### src/rtl/core/bcl_pkg.sv
// Package for the cubic Bezier point and length core.
// Holds field widths, sequencer states, step codes and fixed constants.
// No dependencies.
`default_nettype none
package bcl_pkg;

    localparam int COORD_W = 24;
    localparam int T_W     = 17;
    localparam int LEN_W   = 27;
    localparam int W_W     = 18;  // rounded Bernstein weight
    localparam int ACC_W   = 46;  // coordinate sum before rounding
    localparam int MA_W    = 36;  // shared multiplier operand A
    localparam int MB_W    = 25;  // shared multiplier operand B
    localparam int PROD_W  = MA_W + MB_W;
    localparam int SQ_W    = 51;  // sum of squared chord deltas
    localparam int ROOT_W  = 25;

    localparam int SAMPLES_DEFAULT = 1000;
    localparam int ONE_Q16         = 65536;

    localparam logic [T_W-1:0]     T_ONE   = 17'd65536;
    localparam logic [LEN_W:0]     LEN_MAX = 28'd134217727;
    localparam logic [SQ_W-1:0]    ROOT_TOP_BIT = 51'd1 << 50;

    localparam logic signed [ACC_W-1:0] PT_MAX = 46'sd8388607;
    localparam logic signed [ACC_W-1:0] PT_MIN = -46'sd8388608;

    // multiply sequence: issue at step s, product consumed at step s+1
    localparam logic [4:0] ST_UU     = 5'd1;
    localparam logic [4:0] ST_TT     = 5'd2;
    localparam logic [4:0] ST_W0     = 5'd3;
    localparam logic [4:0] ST_W3     = 5'd4;
    localparam logic [4:0] ST_W1     = 5'd5;
    localparam logic [4:0] ST_W2     = 5'd6;
    localparam logic [4:0] ST_X0     = 5'd7;
    localparam logic [4:0] ST_Y0     = 5'd11;
    localparam logic [4:0] ST_Z0     = 5'd15;
    localparam logic [4:0] MUL_LAST  = 5'd18;
    localparam logic [4:0] SQ_LAST   = 5'd3;
    localparam logic [4:0] ROOT_LAST = 5'd25;

    localparam logic MODE_POINT  = 1'b0;
    localparam logic MODE_LENGTH = 1'b1;

    typedef enum logic [2:0] {
        S_IDLE,
        S_NEXT,
        S_MUL,
        S_POINT,
        S_SQ,
        S_ROOT,
        S_ACC,
        S_FIN
    } state_t;

endpackage
`default_nettype wire

### src/rtl/core/bcl_seg_if.sv
// Input channel carrying one Bezier segment word.
// Depends on bcl_pkg for field widths.
`default_nettype none
interface bcl_seg_if;
    logic                                 valid;
    logic                                 ready;
    logic                                 mode;
    logic [bcl_pkg::T_W-1:0]              t_fraction;
    logic signed [bcl_pkg::COORD_W-1:0]   start_x;
    logic signed [bcl_pkg::COORD_W-1:0]   start_y;
    logic signed [bcl_pkg::COORD_W-1:0]   start_z;
    logic signed [bcl_pkg::COORD_W-1:0]   first_ctrl_x;
    logic signed [bcl_pkg::COORD_W-1:0]   first_ctrl_y;
    logic signed [bcl_pkg::COORD_W-1:0]   second_ctrl_x;
    logic signed [bcl_pkg::COORD_W-1:0]   second_ctrl_y;
    logic signed [bcl_pkg::COORD_W-1:0]   end_x;
    logic signed [bcl_pkg::COORD_W-1:0]   end_y;
    logic signed [bcl_pkg::COORD_W-1:0]   end_z;

    modport source (output valid, mode, t_fraction, start_x, start_y, start_z,
                    first_ctrl_x, first_ctrl_y, second_ctrl_x, second_ctrl_y,
                    end_x, end_y, end_z, input ready);
    modport sink (input valid, mode, t_fraction, start_x, start_y, start_z,
                  first_ctrl_x, first_ctrl_y, second_ctrl_x, second_ctrl_y,
                  end_x, end_y, end_z, output ready);
endinterface
`default_nettype wire

### src/rtl/core/bcl_res_if.sv
// Output channel carrying one point or length result word.
// Depends on bcl_pkg for field widths.
`default_nettype none
interface bcl_res_if;
    logic                                 valid;
    logic                                 ready;
    logic signed [bcl_pkg::COORD_W-1:0]   point_x;
    logic signed [bcl_pkg::COORD_W-1:0]   point_y;
    logic signed [bcl_pkg::COORD_W-1:0]   point_z;
    logic [bcl_pkg::LEN_W-1:0]            curve_length;
    logic                                 length_saturated;

    modport source (output valid, point_x, point_y, point_z, curve_length,
                    length_saturated, input ready);
    modport sink (input valid, point_x, point_y, point_z, curve_length,
                  length_saturated, output ready);
endinterface
`default_nettype wire

### src/rtl/core/cubic_bezier_point_and_length_core.sv
// Cubic Bezier point / chord-length core, single shared multiplier.
// Depends on bcl_pkg, bcl_seg_if and bcl_res_if.
//
// Usage: the seg channel takes one segment word (valid/ready); the res
// channel returns exactly one result word per segment.
// Mode 0 returns the curve point at t_fraction (clamped to 1.0), with
// curve_length and length_saturated zero. Mode 1 returns the chord-sum
// length over SAMPLES steps, with the point fields zero.
// All products go through one 36x25 multiplier with a registered output;
// the chord root runs one result bit per cycle.
// Sequence: mode 0 runs 19 multiply steps, one rounding state and the output
// load after the segment is taken. Mode 1 runs, for each sample, 19 multiply
// steps for the point, 4 for the squares, 26 for the root and 3 control states,
// then the output load.
// seg.ready is high only while the core is idle; a finished word waits in
// the output register while the next segment may already be accepted, so
// the next segment can be taken in the cycle after the result is loaded.
// If res stalls, the core holds its finished word until the register is
// free. Reset clears the sequencer and the output valid; no sweep.
`default_nettype none
module cubic_bezier_point_and_length_core #(
    parameter int SAMPLES = bcl_pkg::SAMPLES_DEFAULT
) (
    input  wire logic  clk,
    input  wire logic  rst_n,
    bcl_seg_if.sink    seg,
    bcl_res_if.source  res
);
    localparam int I_W   = $clog2(SAMPLES + 1);
    localparam int R_W   = $clog2(2 * SAMPLES);
    localparam int STEP_A = bcl_pkg::ONE_Q16 / SAMPLES;
    localparam int STEP_B = bcl_pkg::ONE_Q16 % SAMPLES;
    localparam int HALF   = SAMPLES / 2;
    localparam int CW     = bcl_pkg::COORD_W;
    localparam int TW     = bcl_pkg::T_W;

    bcl_pkg::state_t state_reg, state_next;

    logic [4:0]     step_reg, step_next;
    logic [I_W-1:0] idx_reg, idx_next;
    logic [R_W-1:0] rem_t_reg, rem_t_next;
    logic [TW-1:0]  t_reg, t_next;
    logic           mode_reg, mode_next;

    logic signed [CW-1:0] sx_reg, sy_reg, sz_reg, ax_reg, ay_reg;
    logic signed [CW-1:0] bx_reg, by_reg, ex_reg, ey_reg, ez_reg;
    logic signed [CW-1:0] px_reg, py_reg, pz_reg, px_next, py_next, pz_next;
    logic signed [CW-1:0] lx_reg, ly_reg, lz_reg, lx_next, ly_next, lz_next;

    logic [33:0] uu_reg, uu_next, tt_reg, tt_next;
    logic [bcl_pkg::W_W-1:0] w0_reg, w1_reg, w2_reg, w3_reg;
    logic [bcl_pkg::W_W-1:0] w0_next, w1_next, w2_next, w3_next;
    logic signed [bcl_pkg::ACC_W-1:0] accx_reg, accy_reg, accz_reg;
    logic signed [bcl_pkg::ACC_W-1:0] accx_next, accy_next, accz_next;

    logic [bcl_pkg::SQ_W-1:0] rem_reg, rem_next, root_reg, root_next;
    logic [bcl_pkg::SQ_W-1:0] bit_reg, bit_next, trial;
    logic [bcl_pkg::LEN_W-1:0] sum_reg, sum_next;
    logic sat_reg, sat_next;

    logic signed [bcl_pkg::MA_W-1:0]   mul_a;
    logic signed [bcl_pkg::MB_W-1:0]   mul_b;
    logic signed [bcl_pkg::PROD_W-1:0] prod_reg;

    logic out_valid_reg;
    logic signed [CW-1:0] ox_reg, oy_reg, oz_reg;
    logic [bcl_pkg::LEN_W-1:0] olen_reg;
    logic osat_reg;

    logic seg_fire, fin_load;
    logic [TW-1:0] u_val;
    logic [18:0]   t3, u3;
    logic [bcl_pkg::W_W-1:0] w_round;
    logic signed [bcl_pkg::ACC_W-1:0] prod_acc;
    logic [24:0] dx, dy, dz;
    logic [R_W:0] rem_t_sum;
    logic [bcl_pkg::LEN_W:0] sum_wide;

    assign seg.ready = (state_reg == bcl_pkg::S_IDLE);
    assign seg_fire  = seg.valid && seg.ready;
    assign fin_load  = (state_reg == bcl_pkg::S_FIN) && (!out_valid_reg || res.ready);

    assign u_val = bcl_pkg::T_ONE - t_reg;
    assign t3 = 19'({t_reg, 1'b0}) + 19'(t_reg);
    assign u3 = 19'({u_val, 1'b0}) + 19'(u_val);
    assign w_round = bcl_pkg::W_W'((prod_reg[49:0] + 50'd2147483648) >> 32);
    assign prod_acc = prod_reg[bcl_pkg::ACC_W-1:0];
    assign trial = root_reg + bit_reg;
    assign rem_t_sum = (R_W+1)'(rem_t_reg) + (R_W+1)'(STEP_B);
    assign sum_wide = (bcl_pkg::LEN_W+1)'(sum_reg) + (bcl_pkg::LEN_W+1)'(root_reg[24:0]);

    function automatic logic [24:0] abs_diff(input logic signed [CW-1:0] a,
                                             input logic signed [CW-1:0] b);
        logic signed [24:0] d;
        d = 25'(a) - 25'(b);
        return d[24] ? 25'(-d) : 25'(d);
    endfunction

    function automatic logic signed [CW-1:0] round_sat(
        input logic signed [bcl_pkg::ACC_W-1:0] acc);
        logic signed [bcl_pkg::ACC_W-1:0] r;
        r = (acc + 46'sd32768) >>> 16;
        if (r > bcl_pkg::PT_MAX)
            return bcl_pkg::PT_MAX[CW-1:0];
        else if (r < bcl_pkg::PT_MIN)
            return bcl_pkg::PT_MIN[CW-1:0];
        return r[CW-1:0];
    endfunction

    assign dx = abs_diff(px_reg, lx_reg);
    assign dy = abs_diff(py_reg, ly_reg);
    assign dz = abs_diff(pz_reg, lz_reg);

    // shared multiplier operand select
    always_comb
    begin
        mul_a = '0;
        mul_b = '0;
        if (state_reg == bcl_pkg::S_MUL)
        begin
            case (step_reg)
                5'd0:  begin mul_a = 36'(u_val);  mul_b = 25'(u_val); end
                5'd1:  begin mul_a = 36'(t_reg);  mul_b = 25'(t_reg); end
                5'd2:  begin mul_a = 36'(uu_reg); mul_b = 25'(u_val); end
                5'd3:  begin mul_a = 36'(tt_reg); mul_b = 25'(t_reg); end
                5'd4:  begin mul_a = 36'(uu_reg); mul_b = 25'(t3);    end
                5'd5:  begin mul_a = 36'(tt_reg); mul_b = 25'(u3);    end
                5'd6:  begin mul_a = 36'(sx_reg); mul_b = 25'(w0_reg); end
                5'd7:  begin mul_a = 36'(ax_reg); mul_b = 25'(w1_reg); end
                5'd8:  begin mul_a = 36'(bx_reg); mul_b = 25'(w2_reg); end
                5'd9:  begin mul_a = 36'(ex_reg); mul_b = 25'(w3_reg); end
                5'd10: begin mul_a = 36'(sy_reg); mul_b = 25'(w0_reg); end
                5'd11: begin mul_a = 36'(ay_reg); mul_b = 25'(w1_reg); end
                5'd12: begin mul_a = 36'(by_reg); mul_b = 25'(w2_reg); end
                5'd13: begin mul_a = 36'(ey_reg); mul_b = 25'(w3_reg); end
                5'd14: begin mul_a = 36'(sz_reg); mul_b = 25'(w0_reg); end
                5'd15: begin mul_a = 36'(sz_reg); mul_b = 25'(w1_reg); end
                5'd16: begin mul_a = 36'(sz_reg); mul_b = 25'(w2_reg); end
                5'd17: begin mul_a = 36'(ez_reg); mul_b = 25'(w3_reg); end
                default: begin mul_a = '0; mul_b = '0; end
            endcase
        end
        else if (state_reg == bcl_pkg::S_SQ)
        begin
            case (step_reg)
                5'd0: begin mul_a = 36'(dx); mul_b = 25'(dx); end
                5'd1: begin mul_a = 36'(dy); mul_b = 25'(dy); end
                5'd2: begin mul_a = 36'(dz); mul_b = 25'(dz); end
                default: begin mul_a = '0; mul_b = '0; end
            endcase
        end
    end

    // next state
    always_comb
    begin
        state_next = state_reg;
        case (state_reg)
            bcl_pkg::S_IDLE:
                if (seg_fire)
                    state_next = (seg.mode == bcl_pkg::MODE_LENGTH) ?
                                 bcl_pkg::S_NEXT : bcl_pkg::S_MUL;
            bcl_pkg::S_NEXT:
                state_next = bcl_pkg::S_MUL;
            bcl_pkg::S_MUL:
                if (step_reg == bcl_pkg::MUL_LAST)
                    state_next = bcl_pkg::S_POINT;
            bcl_pkg::S_POINT:
                state_next = (mode_reg == bcl_pkg::MODE_LENGTH) ?
                             bcl_pkg::S_SQ : bcl_pkg::S_FIN;
            bcl_pkg::S_SQ:
                if (step_reg == bcl_pkg::SQ_LAST)
                    state_next = bcl_pkg::S_ROOT;
            bcl_pkg::S_ROOT:
                if (step_reg == bcl_pkg::ROOT_LAST)
                    state_next = bcl_pkg::S_ACC;
            bcl_pkg::S_ACC:
                state_next = (idx_reg == I_W'(SAMPLES)) ? bcl_pkg::S_FIN : bcl_pkg::S_NEXT;
            bcl_pkg::S_FIN:
                if (fin_load)
                    state_next = bcl_pkg::S_IDLE;
            default:
                state_next = bcl_pkg::S_IDLE;
        endcase
    end

    // datapath updates
    always_comb
    begin
        step_next  = step_reg;
        idx_next   = idx_reg;
        rem_t_next = rem_t_reg;
        t_next     = t_reg;
        mode_next  = mode_reg;
        px_next = px_reg; py_next = py_reg; pz_next = pz_reg;
        lx_next = lx_reg; ly_next = ly_reg; lz_next = lz_reg;
        uu_next = uu_reg; tt_next = tt_reg;
        w0_next = w0_reg; w1_next = w1_reg; w2_next = w2_reg; w3_next = w3_reg;
        accx_next = accx_reg; accy_next = accy_reg; accz_next = accz_reg;
        rem_next = rem_reg; root_next = root_reg; bit_next = bit_reg;
        sum_next = sum_reg; sat_next = sat_reg;
        case (state_reg)
            bcl_pkg::S_IDLE:
            begin
                step_next  = '0;
                idx_next   = '0;
                rem_t_next = R_W'(HALF);
                mode_next  = seg.mode;
                sum_next   = '0;
                sat_next   = 1'b0;
                lx_next = seg.start_x; ly_next = seg.start_y; lz_next = seg.start_z;
                if (seg.mode == bcl_pkg::MODE_LENGTH)
                    t_next = '0;
                else
                    t_next = (seg.t_fraction > bcl_pkg::T_ONE) ? bcl_pkg::T_ONE
                                                                : seg.t_fraction;
            end
            bcl_pkg::S_NEXT:
            begin
                // advance t_i = (i*65536 + SAMPLES/2) / SAMPLES incrementally
                step_next = '0;
                idx_next  = idx_reg + 1'b1;
                if (rem_t_sum >= (R_W+1)'(SAMPLES))
                begin
                    rem_t_next = R_W'(rem_t_sum - (R_W+1)'(SAMPLES));
                    t_next     = TW'(18'(t_reg) + 18'(STEP_A) + 18'd1);
                end
                else
                begin
                    rem_t_next = R_W'(rem_t_sum);
                    t_next     = TW'(18'(t_reg) + 18'(STEP_A));
                end
            end
            bcl_pkg::S_MUL:
            begin
                step_next = step_reg + 1'b1;
                case (step_reg)
                    bcl_pkg::ST_UU: uu_next = prod_reg[33:0];
                    bcl_pkg::ST_TT: tt_next = prod_reg[33:0];
                    bcl_pkg::ST_W0: w0_next = w_round;
                    bcl_pkg::ST_W3: w3_next = w_round;
                    bcl_pkg::ST_W1: w1_next = w_round;
                    bcl_pkg::ST_W2: w2_next = w_round;
                    bcl_pkg::ST_X0: accx_next = prod_acc;
                    5'd8, 5'd9, 5'd10: accx_next = accx_reg + prod_acc;
                    bcl_pkg::ST_Y0: accy_next = prod_acc;
                    5'd12, 5'd13, 5'd14: accy_next = accy_reg + prod_acc;
                    bcl_pkg::ST_Z0: accz_next = prod_acc;
                    5'd16, 5'd17, 5'd18: accz_next = accz_reg + prod_acc;
                    default: ;
                endcase
            end
            bcl_pkg::S_POINT:
            begin
                step_next = '0;
                px_next = round_sat(accx_reg);
                py_next = round_sat(accy_reg);
                pz_next = round_sat(accz_reg);
            end
            bcl_pkg::S_SQ:
            begin
                step_next = step_reg + 1'b1;
                case (step_reg)
                    5'd1: rem_next = prod_reg[bcl_pkg::SQ_W-1:0];
                    5'd2, 5'd3: rem_next = rem_reg + prod_reg[bcl_pkg::SQ_W-1:0];
                    default: ;
                endcase
                if (step_reg == bcl_pkg::SQ_LAST)
                    step_next = '0;
                root_next = '0;
                bit_next  = bcl_pkg::ROOT_TOP_BIT;
            end
            bcl_pkg::S_ROOT:
            begin
                step_next = step_reg + 1'b1;
                if (rem_reg >= trial)
                begin
                    rem_next  = rem_reg - trial;
                    root_next = (root_reg >> 1) + bit_reg;
                end
                else
                    root_next = root_reg >> 1;
                bit_next = bit_reg >> 2;
            end
            bcl_pkg::S_ACC:
            begin
                if (sum_wide > bcl_pkg::LEN_MAX)
                begin
                    sum_next = bcl_pkg::LEN_MAX[bcl_pkg::LEN_W-1:0];
                    sat_next = 1'b1;
                end
                else
                    sum_next = sum_wide[bcl_pkg::LEN_W-1:0];
                lx_next = px_reg; ly_next = py_reg; lz_next = pz_reg;
            end
            default: ;
        endcase
    end

    always_ff @(posedge clk or negedge rst_n)
    begin
        if (!rst_n)
        begin
            state_reg     <= bcl_pkg::S_IDLE;
            step_reg      <= '0;
            out_valid_reg <= 1'b0;
        end
        else
        begin
            state_reg <= state_next;
            step_reg  <= step_next;
            if (fin_load)
                out_valid_reg <= 1'b1;
            else if (res.ready)
                out_valid_reg <= 1'b0;
        end
    end

    always_ff @(posedge clk)
    begin
        idx_reg   <= idx_next;
        rem_t_reg <= rem_t_next;
        t_reg     <= t_next;
        mode_reg  <= mode_next;
        if (seg_fire)
        begin
            sx_reg <= seg.start_x;       sy_reg <= seg.start_y;
            sz_reg <= seg.start_z;
            ax_reg <= seg.first_ctrl_x;  ay_reg <= seg.first_ctrl_y;
            bx_reg <= seg.second_ctrl_x; by_reg <= seg.second_ctrl_y;
            ex_reg <= seg.end_x;         ey_reg <= seg.end_y;
            ez_reg <= seg.end_z;
        end
        px_reg <= px_next; py_reg <= py_next; pz_reg <= pz_next;
        lx_reg <= lx_next; ly_reg <= ly_next; lz_reg <= lz_next;
        uu_reg <= uu_next; tt_reg <= tt_next;
        w0_reg <= w0_next; w1_reg <= w1_next; w2_reg <= w2_next; w3_reg <= w3_next;
        accx_reg <= accx_next; accy_reg <= accy_next; accz_reg <= accz_next;
        rem_reg  <= rem_next;  root_reg <= root_next; bit_reg <= bit_next;
        sum_reg  <= sum_next;  sat_reg  <= sat_next;
        prod_reg <= mul_a * mul_b;
        if (fin_load)
        begin
            if (mode_reg == bcl_pkg::MODE_LENGTH)
            begin
                ox_reg <= '0; oy_reg <= '0; oz_reg <= '0;
                olen_reg <= sum_reg;
                osat_reg <= sat_reg;
            end
            else
            begin
                ox_reg <= px_reg; oy_reg <= py_reg; oz_reg <= pz_reg;
                olen_reg <= '0;
                osat_reg <= 1'b0;
            end
        end
    end

    assign res.valid            = out_valid_reg;
    assign res.point_x          = ox_reg;
    assign res.point_y          = oy_reg;
    assign res.point_z          = oz_reg;
    assign res.curve_length     = olen_reg;
    assign res.length_saturated = osat_reg;

endmodule
`default_nettype wire

### src/flat_wrapper.sv
// flat-port wrapper written by rule: the top's interface ports become plain ports
module cubic_bezier_point_and_length_core_flat 
#(
    parameter int SAMPLES = bcl_pkg::SAMPLES_DEFAULT
)
  (clk, rst_n, seg_valid, seg_mode, seg_t_fraction, seg_start_x, seg_start_y, seg_start_z, seg_first_ctrl_x, seg_first_ctrl_y, seg_second_ctrl_x, seg_second_ctrl_y, seg_end_x, seg_end_y, seg_end_z, seg_ready, res_valid, res_point_x, res_point_y, res_point_z, res_curve_length, res_length_saturated, res_ready);
  bcl_seg_if seg_i ();
  bcl_res_if res_i ();
  input  wire logic clk;
  input  wire logic rst_n;
  input wire logic [$bits(seg_i.valid)-1:0] seg_valid;
  input wire logic [$bits(seg_i.mode)-1:0] seg_mode;
  input wire logic [$bits(seg_i.t_fraction)-1:0] seg_t_fraction;
  input wire logic [$bits(seg_i.start_x)-1:0] seg_start_x;
  input wire logic [$bits(seg_i.start_y)-1:0] seg_start_y;
  input wire logic [$bits(seg_i.start_z)-1:0] seg_start_z;
  input wire logic [$bits(seg_i.first_ctrl_x)-1:0] seg_first_ctrl_x;
  input wire logic [$bits(seg_i.first_ctrl_y)-1:0] seg_first_ctrl_y;
  input wire logic [$bits(seg_i.second_ctrl_x)-1:0] seg_second_ctrl_x;
  input wire logic [$bits(seg_i.second_ctrl_y)-1:0] seg_second_ctrl_y;
  input wire logic [$bits(seg_i.end_x)-1:0] seg_end_x;
  input wire logic [$bits(seg_i.end_y)-1:0] seg_end_y;
  input wire logic [$bits(seg_i.end_z)-1:0] seg_end_z;
  output wire logic [$bits(seg_i.ready)-1:0] seg_ready;
  output wire logic [$bits(res_i.valid)-1:0] res_valid;
  output wire logic [$bits(res_i.point_x)-1:0] res_point_x;
  output wire logic [$bits(res_i.point_y)-1:0] res_point_y;
  output wire logic [$bits(res_i.point_z)-1:0] res_point_z;
  output wire logic [$bits(res_i.curve_length)-1:0] res_curve_length;
  output wire logic [$bits(res_i.length_saturated)-1:0] res_length_saturated;
  input wire logic [$bits(res_i.ready)-1:0] res_ready;
  assign seg_i.valid = seg_valid;
  assign seg_i.mode = seg_mode;
  assign seg_i.t_fraction = seg_t_fraction;
  assign seg_i.start_x = seg_start_x;
  assign seg_i.start_y = seg_start_y;
  assign seg_i.start_z = seg_start_z;
  assign seg_i.first_ctrl_x = seg_first_ctrl_x;
  assign seg_i.first_ctrl_y = seg_first_ctrl_y;
  assign seg_i.second_ctrl_x = seg_second_ctrl_x;
  assign seg_i.second_ctrl_y = seg_second_ctrl_y;
  assign seg_i.end_x = seg_end_x;
  assign seg_i.end_y = seg_end_y;
  assign seg_i.end_z = seg_end_z;
  assign seg_ready = seg_i.ready;
  assign res_valid = res_i.valid;
  assign res_point_x = res_i.point_x;
  assign res_point_y = res_i.point_y;
  assign res_point_z = res_i.point_z;
  assign res_curve_length = res_i.curve_length;
  assign res_length_saturated = res_i.length_saturated;
  assign res_i.ready = res_ready;
  cubic_bezier_point_and_length_core #(.SAMPLES(SAMPLES)) u_core (.clk(clk), .rst_n(rst_n), .seg(seg_i), .res(res_i));
endmodule
### config.mk
export PLATFORM = sky130hd
export DESIGN_NAME = cubic_bezier_point_and_length_core_flat
export DESIGN_NICKNAME = d
export VERILOG_FILES = /design/src/rtl/core/bcl_pkg.sv /design/src/rtl/core/bcl_seg_if.sv /design/src/rtl/core/bcl_res_if.sv /design/src/rtl/core/cubic_bezier_point_and_length_core.sv /design/src/flat_wrapper.sv
export SDC_FILE = /design/constraint.sdc
export NUM_CORES = 2
export LEC_CHECK = 0
export BUFFER_PORTS_ARGS = -buffer_cell sky130_fd_sc_hd__buf_4
export CAP_MARGIN = 10
export CORE_ASPECT_RATIO = 0.7
export CORE_MARGIN = 2
export CORE_UTILIZATION = 31
export CTS_BUF_LIST = sky130_fd_sc_hd__clkbuf_8
export CTS_CLUSTER_SIZE = 16
export DETAILED_ROUTE_END_ITERATION = 16
export GPL_TIMING_DRIVEN = 0
export PLACE_DENSITY_LB_ADDON = 0.08
export SLEW_MARGIN = 20
export SYNTH_ARGS = -nofsm -noshare
export SYNTH_HDL_FRONTEND = slang
export SYNTH_SLANG_ARGS = --single-unit
### constraint.sdc
create_clock -name clk -period 12.3 [get_ports clk]
set_clock_uncertainty 0.1 [all_clocks]
set_input_delay 0 -clock clk [delete_from_list [all_inputs] [get_ports clk]]
set_output_delay 0 -clock clk [all_outputs]
set_load 0.05 [all_outputs]
Word level (Yosys, flattened, before mapping)
Index checks and enable logic that the tools add are counted.
Widths: inputs -> output; s select.

word-level totals
  word-level logic and storage cells = 222
  memories kept = 0
  memory bits (read-only) = 0
  register bits = 1042
  bits of input ports = 262
  RAM bits = 0
  latch bits = 0

cells by class
  shift-type cells = 0
  bitwise logic cells = 0
  reduce and logical (&&, ||, !) cells = 41
  multipliers = 1
  $add $sub $neg = 27
  equal/unequal tests = 35
  muxes and demuxes = 65
  divide/modulo/power cells = 0
  $lt $le $gt $ge = 10

operator list
  kind                    number
  $pmux 36 s14            1
  $pmux 51 s2             4
  $pmux 46 s2             3
  $mux 24                 9
  $pmux 19 s8             1
  $pmux 25 s3             2
  $pmux 24 s2             3
  $add 46x17->46 const B  3
  $add 46x46->46          3
  $mux 25                 5
  $add 51x51->51          2
  $mux 51                 2
  $gt 30x24->1 const B    3
  $lt 30x24->1 const B    3
  $neg 25->25             3
  $sub 24x24->25          3
  $mux 36                 2
  $pmux 27 s2             1
  $add 50x51->51          1
  $ge 51x51->1            1
  $mul 36x25->51          1
  $mux 17                 3
  $sub 51x51->51          1
  $add 50x32->50 const B  1
  48 further kinds        118

Longest topological paths before layout
  depth in word-level cells = 7
  mapped depth = 47
  depth with buffers taken out = 45

Worst setup path before layout
No wires, ideal clock.

  path kind = reg-to-reg
  start point = register u_core.t_reg[0]
  end point = register u_core.prod_reg[49] (netlist name)
  path slack = 1.486 ns
  setup time = 0.072 ns
  data required time = 12.128 ns
  cell stages (with the launch flop) = 43
  arrival = 10.642 ns
  path through = edfxtp_1 -> clkbuf_1 -> inv_1 -> ha_1 -> xnor2_1 -> ha_1 -> a21o_1 -> a21o_1 -> a21o_1 -> o311ai_0 -> o21ai_0 -> o31ai_1 -> o311ai_0 -> or4_1 -> a21oi_1 -> nor3_1 -> o21bai_1 -> buf_2 -> [7 not listed] -> fa_1 -> inv_1 -> fa_1 -> inv_1 -> ha_1 -> a21o_1 -> a21o_1 -> a21oi_1 -> o21ai_0 -> a21o_1 -> a221oi_1 -> o2111ai_1 -> a21oi_1 -> o21a_1 -> o21ai_0 -> a21oi_1 -> o31a_1 -> xnor2_1

between the ends
  longest elaborated chain between the ends = 5
  elaborated cells on any way between the ends = 8

ends and longest elaborated chain
  element                   RTL line                                   text
  start: declaration        cubic_bezier_point_and_length_core.sv:42   logic [TW-1:0] t_reg, t_next;
  start signal: assignment  cubic_bezier_point_and_length_core.sv:323  t_reg <= t_next;
  $sub 17x17->17            cubic_bezier_point_and_length_core.sv:83   assign u_val = bcl_pkg::T_ONE - t_reg;
  $add 18x17->19            cubic_bezier_point_and_length_core.sv:85   assign u3 = 19'({u_val, 1'b0}) + 19'(u_val);
  $pmux 19 s8               cubic_bezier_point_and_length_core.sv:121  case (step_reg)
  $mux 25                   cubic_bezier_point_and_length_core.sv:119  if (state_reg == bcl_pkg::S_MUL)
  $mul 36x25->51 (*)        cubic_bezier_point_and_length_core.sv:341  prod_reg <= mul_a * mul_b;
  end signal: assignment    cubic_bezier_point_and_length_core.sv:341
  end: declaration          cubic_bezier_point_and_length_core.sv:63   logic signed [bcl_pkg::PROD_W-1:0] prod_reg;

Every way passes the cells marked *; elsewhere a longest branch is shown, timed or not.
A chain may end at the register's enable or synchronous reset.

Worst setup path in the final report
  start point = register u_core.px_reg[0]
  end point = register u_core.prod_reg[50] (netlist name)

between the ends
  longest elaborated chain between the ends = 7
  elaborated cells on any way between the ends = 10

ends and longest elaborated chain
  element                             RTL line                                   text
  start: declaration                  cubic_bezier_point_and_length_core.sv:47   logic signed [CW-1:0] px_reg, py_reg, pz_reg, px_next, py_next, pz_next;
  start signal: assignment            cubic_bezier_point_and_length_core.sv:334  px_reg <= px_next; py_reg <= py_next; pz_reg <= pz_next;
  $sub 24x24->25 (*)                  cubic_bezier_point_and_length_core.sv:95   d = 25'(a) - 25'(b);
  $neg 25->25                         cubic_bezier_point_and_length_core.sv:96   return d[24] ? 25'(-d) : 25'(d);
  $mux 25 (*)                         cubic_bezier_point_and_length_core.sv:96
  $pmux 25 s3                         cubic_bezier_point_and_length_core.sv:145  case (step_reg)
  $mux 36 or $mux 25 (tied branches)  cubic_bezier_point_and_length_core.sv:143  else if (state_reg == bcl_pkg::S_SQ)
  $mux 36 or $mux 25 (tied branches)  cubic_bezier_point_and_length_core.sv:119
  $mul 36x25->51 (*)                  cubic_bezier_point_and_length_core.sv:341

Marks and branches as above.

==> impl_results.md <==
- Critical Path End Type: flop
- Post-Route Setup TNS: 0 ns
- Final nets: 12,438
- Final Max Slew Viols: 0
- CP max stage cell: fa_1
- Core ar.: 295,000 µm²
- Port bufs: 363
- Max-cap violations: 0
- Mapped Area: 91,900 µm²
- Final ANT Viol Nets: 0
- Final min period: 12.09 ns
- Clock tree buffer depth: 4
- Avg Cell Area, Syn: 9.66 µm²
- CP peak stage delay: 0.56 ns
- PwrDens: 255 nW/µm²
- Layout cells sized above 1: 11.2%
- Critical Path Most Common Cell: fa_1
- GRT overflow: 0
- Vias per cell: 5.32
- Detail Placement HPWL: 336 mm
- Die Ht: 460 µm
- Clock H-tree levels: 4
- Synth-to-layout area growth: 22.4%
- All-layer global routing usage: 27.6%
- First-pass GRT wire length: 590 mm
- Relative slew slack: 19.3%
- Die area: 301,000 µm²
- Synth Flop Type: edfxtp_1
- IO Pins: 364
- Drt first pass iters: 8
- CP Class: flop to flop
- Leak: 47.4 nW
- Die X: 655 µm
- Fmax achieved: 82.7 MHz
- Most common cell after layout, fill and taps aside: nand2_1
- Post-Route WL: 421 mm
- Arr. time, crit path: 12.80 ns
- Crit share post-route: 98.3%
- Iter 0 DRT Violations: 9,407
- Asr flop ratio synth: 0.888%
- CTS tree: built
- Via count of the first global-routing pass: 77,969
- Critical path fanouts, max: 6
- Routability congestion estimate from global placement: 0.981
- Initial antenna violation count: 49
- Hold Vio Cnt, Final: 0
- Worst Path Required: 13.01 ns
- Least-Margin Pin Slew: 1.21 ns
- Largest net degree at the start of global routing: 56
- Clock sink total: 1,014
- Most frequent cells in the layout: 1,278 x nand2_1, 1,045 x inv_1, 954 x edfxtp_1
- Initial core utilization: 31.1%
- Setup violators final: 0
- Min-Delay Path Class: input pin to async pin
- Gate Count Post-Synth: 9,513
- Count of state elements after synthesis: 1,014
- Library cells used by synthesis: 107
- Final core utilization: 38.1%
- Hold Slack: 0.0868 ns
- Drt drc: 0
- Worst skew pair latency: 1.06 ns
- Clock root buffer: clkbuf_8
- Yosys warns: 0
- CTS Buf Count: 190
- EDFF count, synth: 954
- Row cnt: 167
- Via Count: 79,284
- CP Launch Type: flop
- Status: finished, final reports clean
- Sequential area share after synthesis: 32.5%
- Peak supply drop: 0.000153 V
- Routed len/inst: 28.3 µm
- Worst-path clk slew: 0.06 ns
==> layout make-up <==
cell class / instances / area (µm²)
timing repair buffer: 1064 / 10100
buffer: 355 / 1710
antenna: 21 / 52.6
clock inverter: 136 / 863
fill: 29776 / 183000
inverter: 1007 / 3780
clock buffer: 197 / 2710
sequential: 1014 / 29900
tap: 3971 / 4970
multi-input combinational: 7146 / 58300
==> final timing paths <==
path	startpoint	end	slack [ns]	cells past startpoint
setup / recovery	u_core.px_reg[0]	u_core.prod_reg[50]	0.21	43
hold / removal	rst_n	u_core.res.valid	0.09	3
setup reg to reg	u_core.px_reg[0]	u_core.prod_reg[50]	0.21	43
hold reg to reg	u_core.sat_reg	u_core.res.length_saturated	0.45	1
max in group asynchronous	rst_n	u_core.step_reg[0]	11.42	3
min in group clk	seg_valid	u_core.sz_reg[0]	0.09	3
==> power by group <==
part | total, mW | leakage, nW | switching, mW | internal, mW
clock | 3.36 | 1.99 | 1.67 | 1.70
combinational | 19.5 | 36.0 | 12.9 | 6.57
sequential | 5.84 | 9.39 | 0.927 | 4.91
==> cell families (layout without fill, tap and decap cells) <==
family,Yosys count,after routing,share of synthesized area (%)
compound gates,2077,2077,14.6
fa+ha+maj,1398,1398,25.5
other cells,2,41,0.00817
flops,1014,1014,32.5
simple gates,2960,2960,15.1
buf+inv,1371,2759,5.67
xor+xnor,673,673,6.41
mux,18,18,0.207
==> layer usage <==
metal | routed length (µm) | vias up | GRT usage (%) | part of all wire, %
met5 | 19 | - | 0 | 0.0045
met4 | 8480 | 4 | 5.38 | 2.0
met3 | 44400 | 382 | 8.27 | 11
met2 | 166000 | 3337 | 37.8 | 39
met1 | 203000 | 40085 | 42.1 | 48
li1 | - | 35476 | - | -
==> worst max-delay path, delay by kind of cell (launching register included) <==
kind / cells / cell delay (ns)
adder cells (fa/ha/maj): 10 / 4.51
AO/OA/AOI/OAI: 12 / 2.68
AND/OR/NAND/NOR: 8 / 2.23
XOR/XNOR: 5 / 1.05
buffers and inverters: 8 / 0.90
flip-flops: 1 / 0.40
==> synthesized netlist by cell type (51+ instances only) <==
master / count / area [µm²]
nand2_1: 1282 / 4810
inv_1: 1004 / 3770
edfxtp_1: 954 / 28600
fa_1: 793 / 15900
ha_1: 605 / 7570
nor2_1: 548 / 2060
a21oi_1: 530 / 2650
o21ai_0: 497 / 2490
xnor2_1: 372 / 3260
clkbuf_1: 323 / 1210
xor2_1: 301 / 2640
and2_1: 220 / 1380
a21o_1: 194 / 1460
nor2b_1: 167 / 1040
nand3_1: 157 / 786
and3_1: 132 / 826
nand2b_1: 103 / 644
a211oi_1: 89 / 668
nor3_1: 88 / 440
a222oi_1: 86 / 861
o21a_1: 77 / 578
a22oi_1: 75 / 563
a31oi_1: 74 / 463
nand4_1: 73 / 457
o21bai_1: 69 / 518
dfxtp_1: 51 / 1020
==> metrics by stage <==
| stage | power [mW] | setup WS (ns) | area [µm²] | std cells |
|---|---|---|---|---|
| after floorplan | 16.5 | 1.49 | 92000 | 9531 |
| after global placement | 23.5 | -3.54 | 99700 | 13865 |
| after detailed placement | 23.7 | -2.10 | 101000 | 13938 |
| after CTS | 27.8 | -0.0129 | 111000 | 14831 |
| after global routing | 30.3 | -0.0440 | 112000 | 14894 |
| final | 28.7 | 0.206 | 112000 | 14911 |
==> repair_timing <==
item | CTS | global route
setup endpoints to repair | 31 | 16
gates resized for setup | 227 | 215
gates cloned | 0 | 0
endpoints found under the hold margin | 521 | 0
pin swaps | 17 | 41
setup buffers | 26 | 58
hold buffers | 540 | 0
No activity file was read; power rests on OpenSTA's default activity.
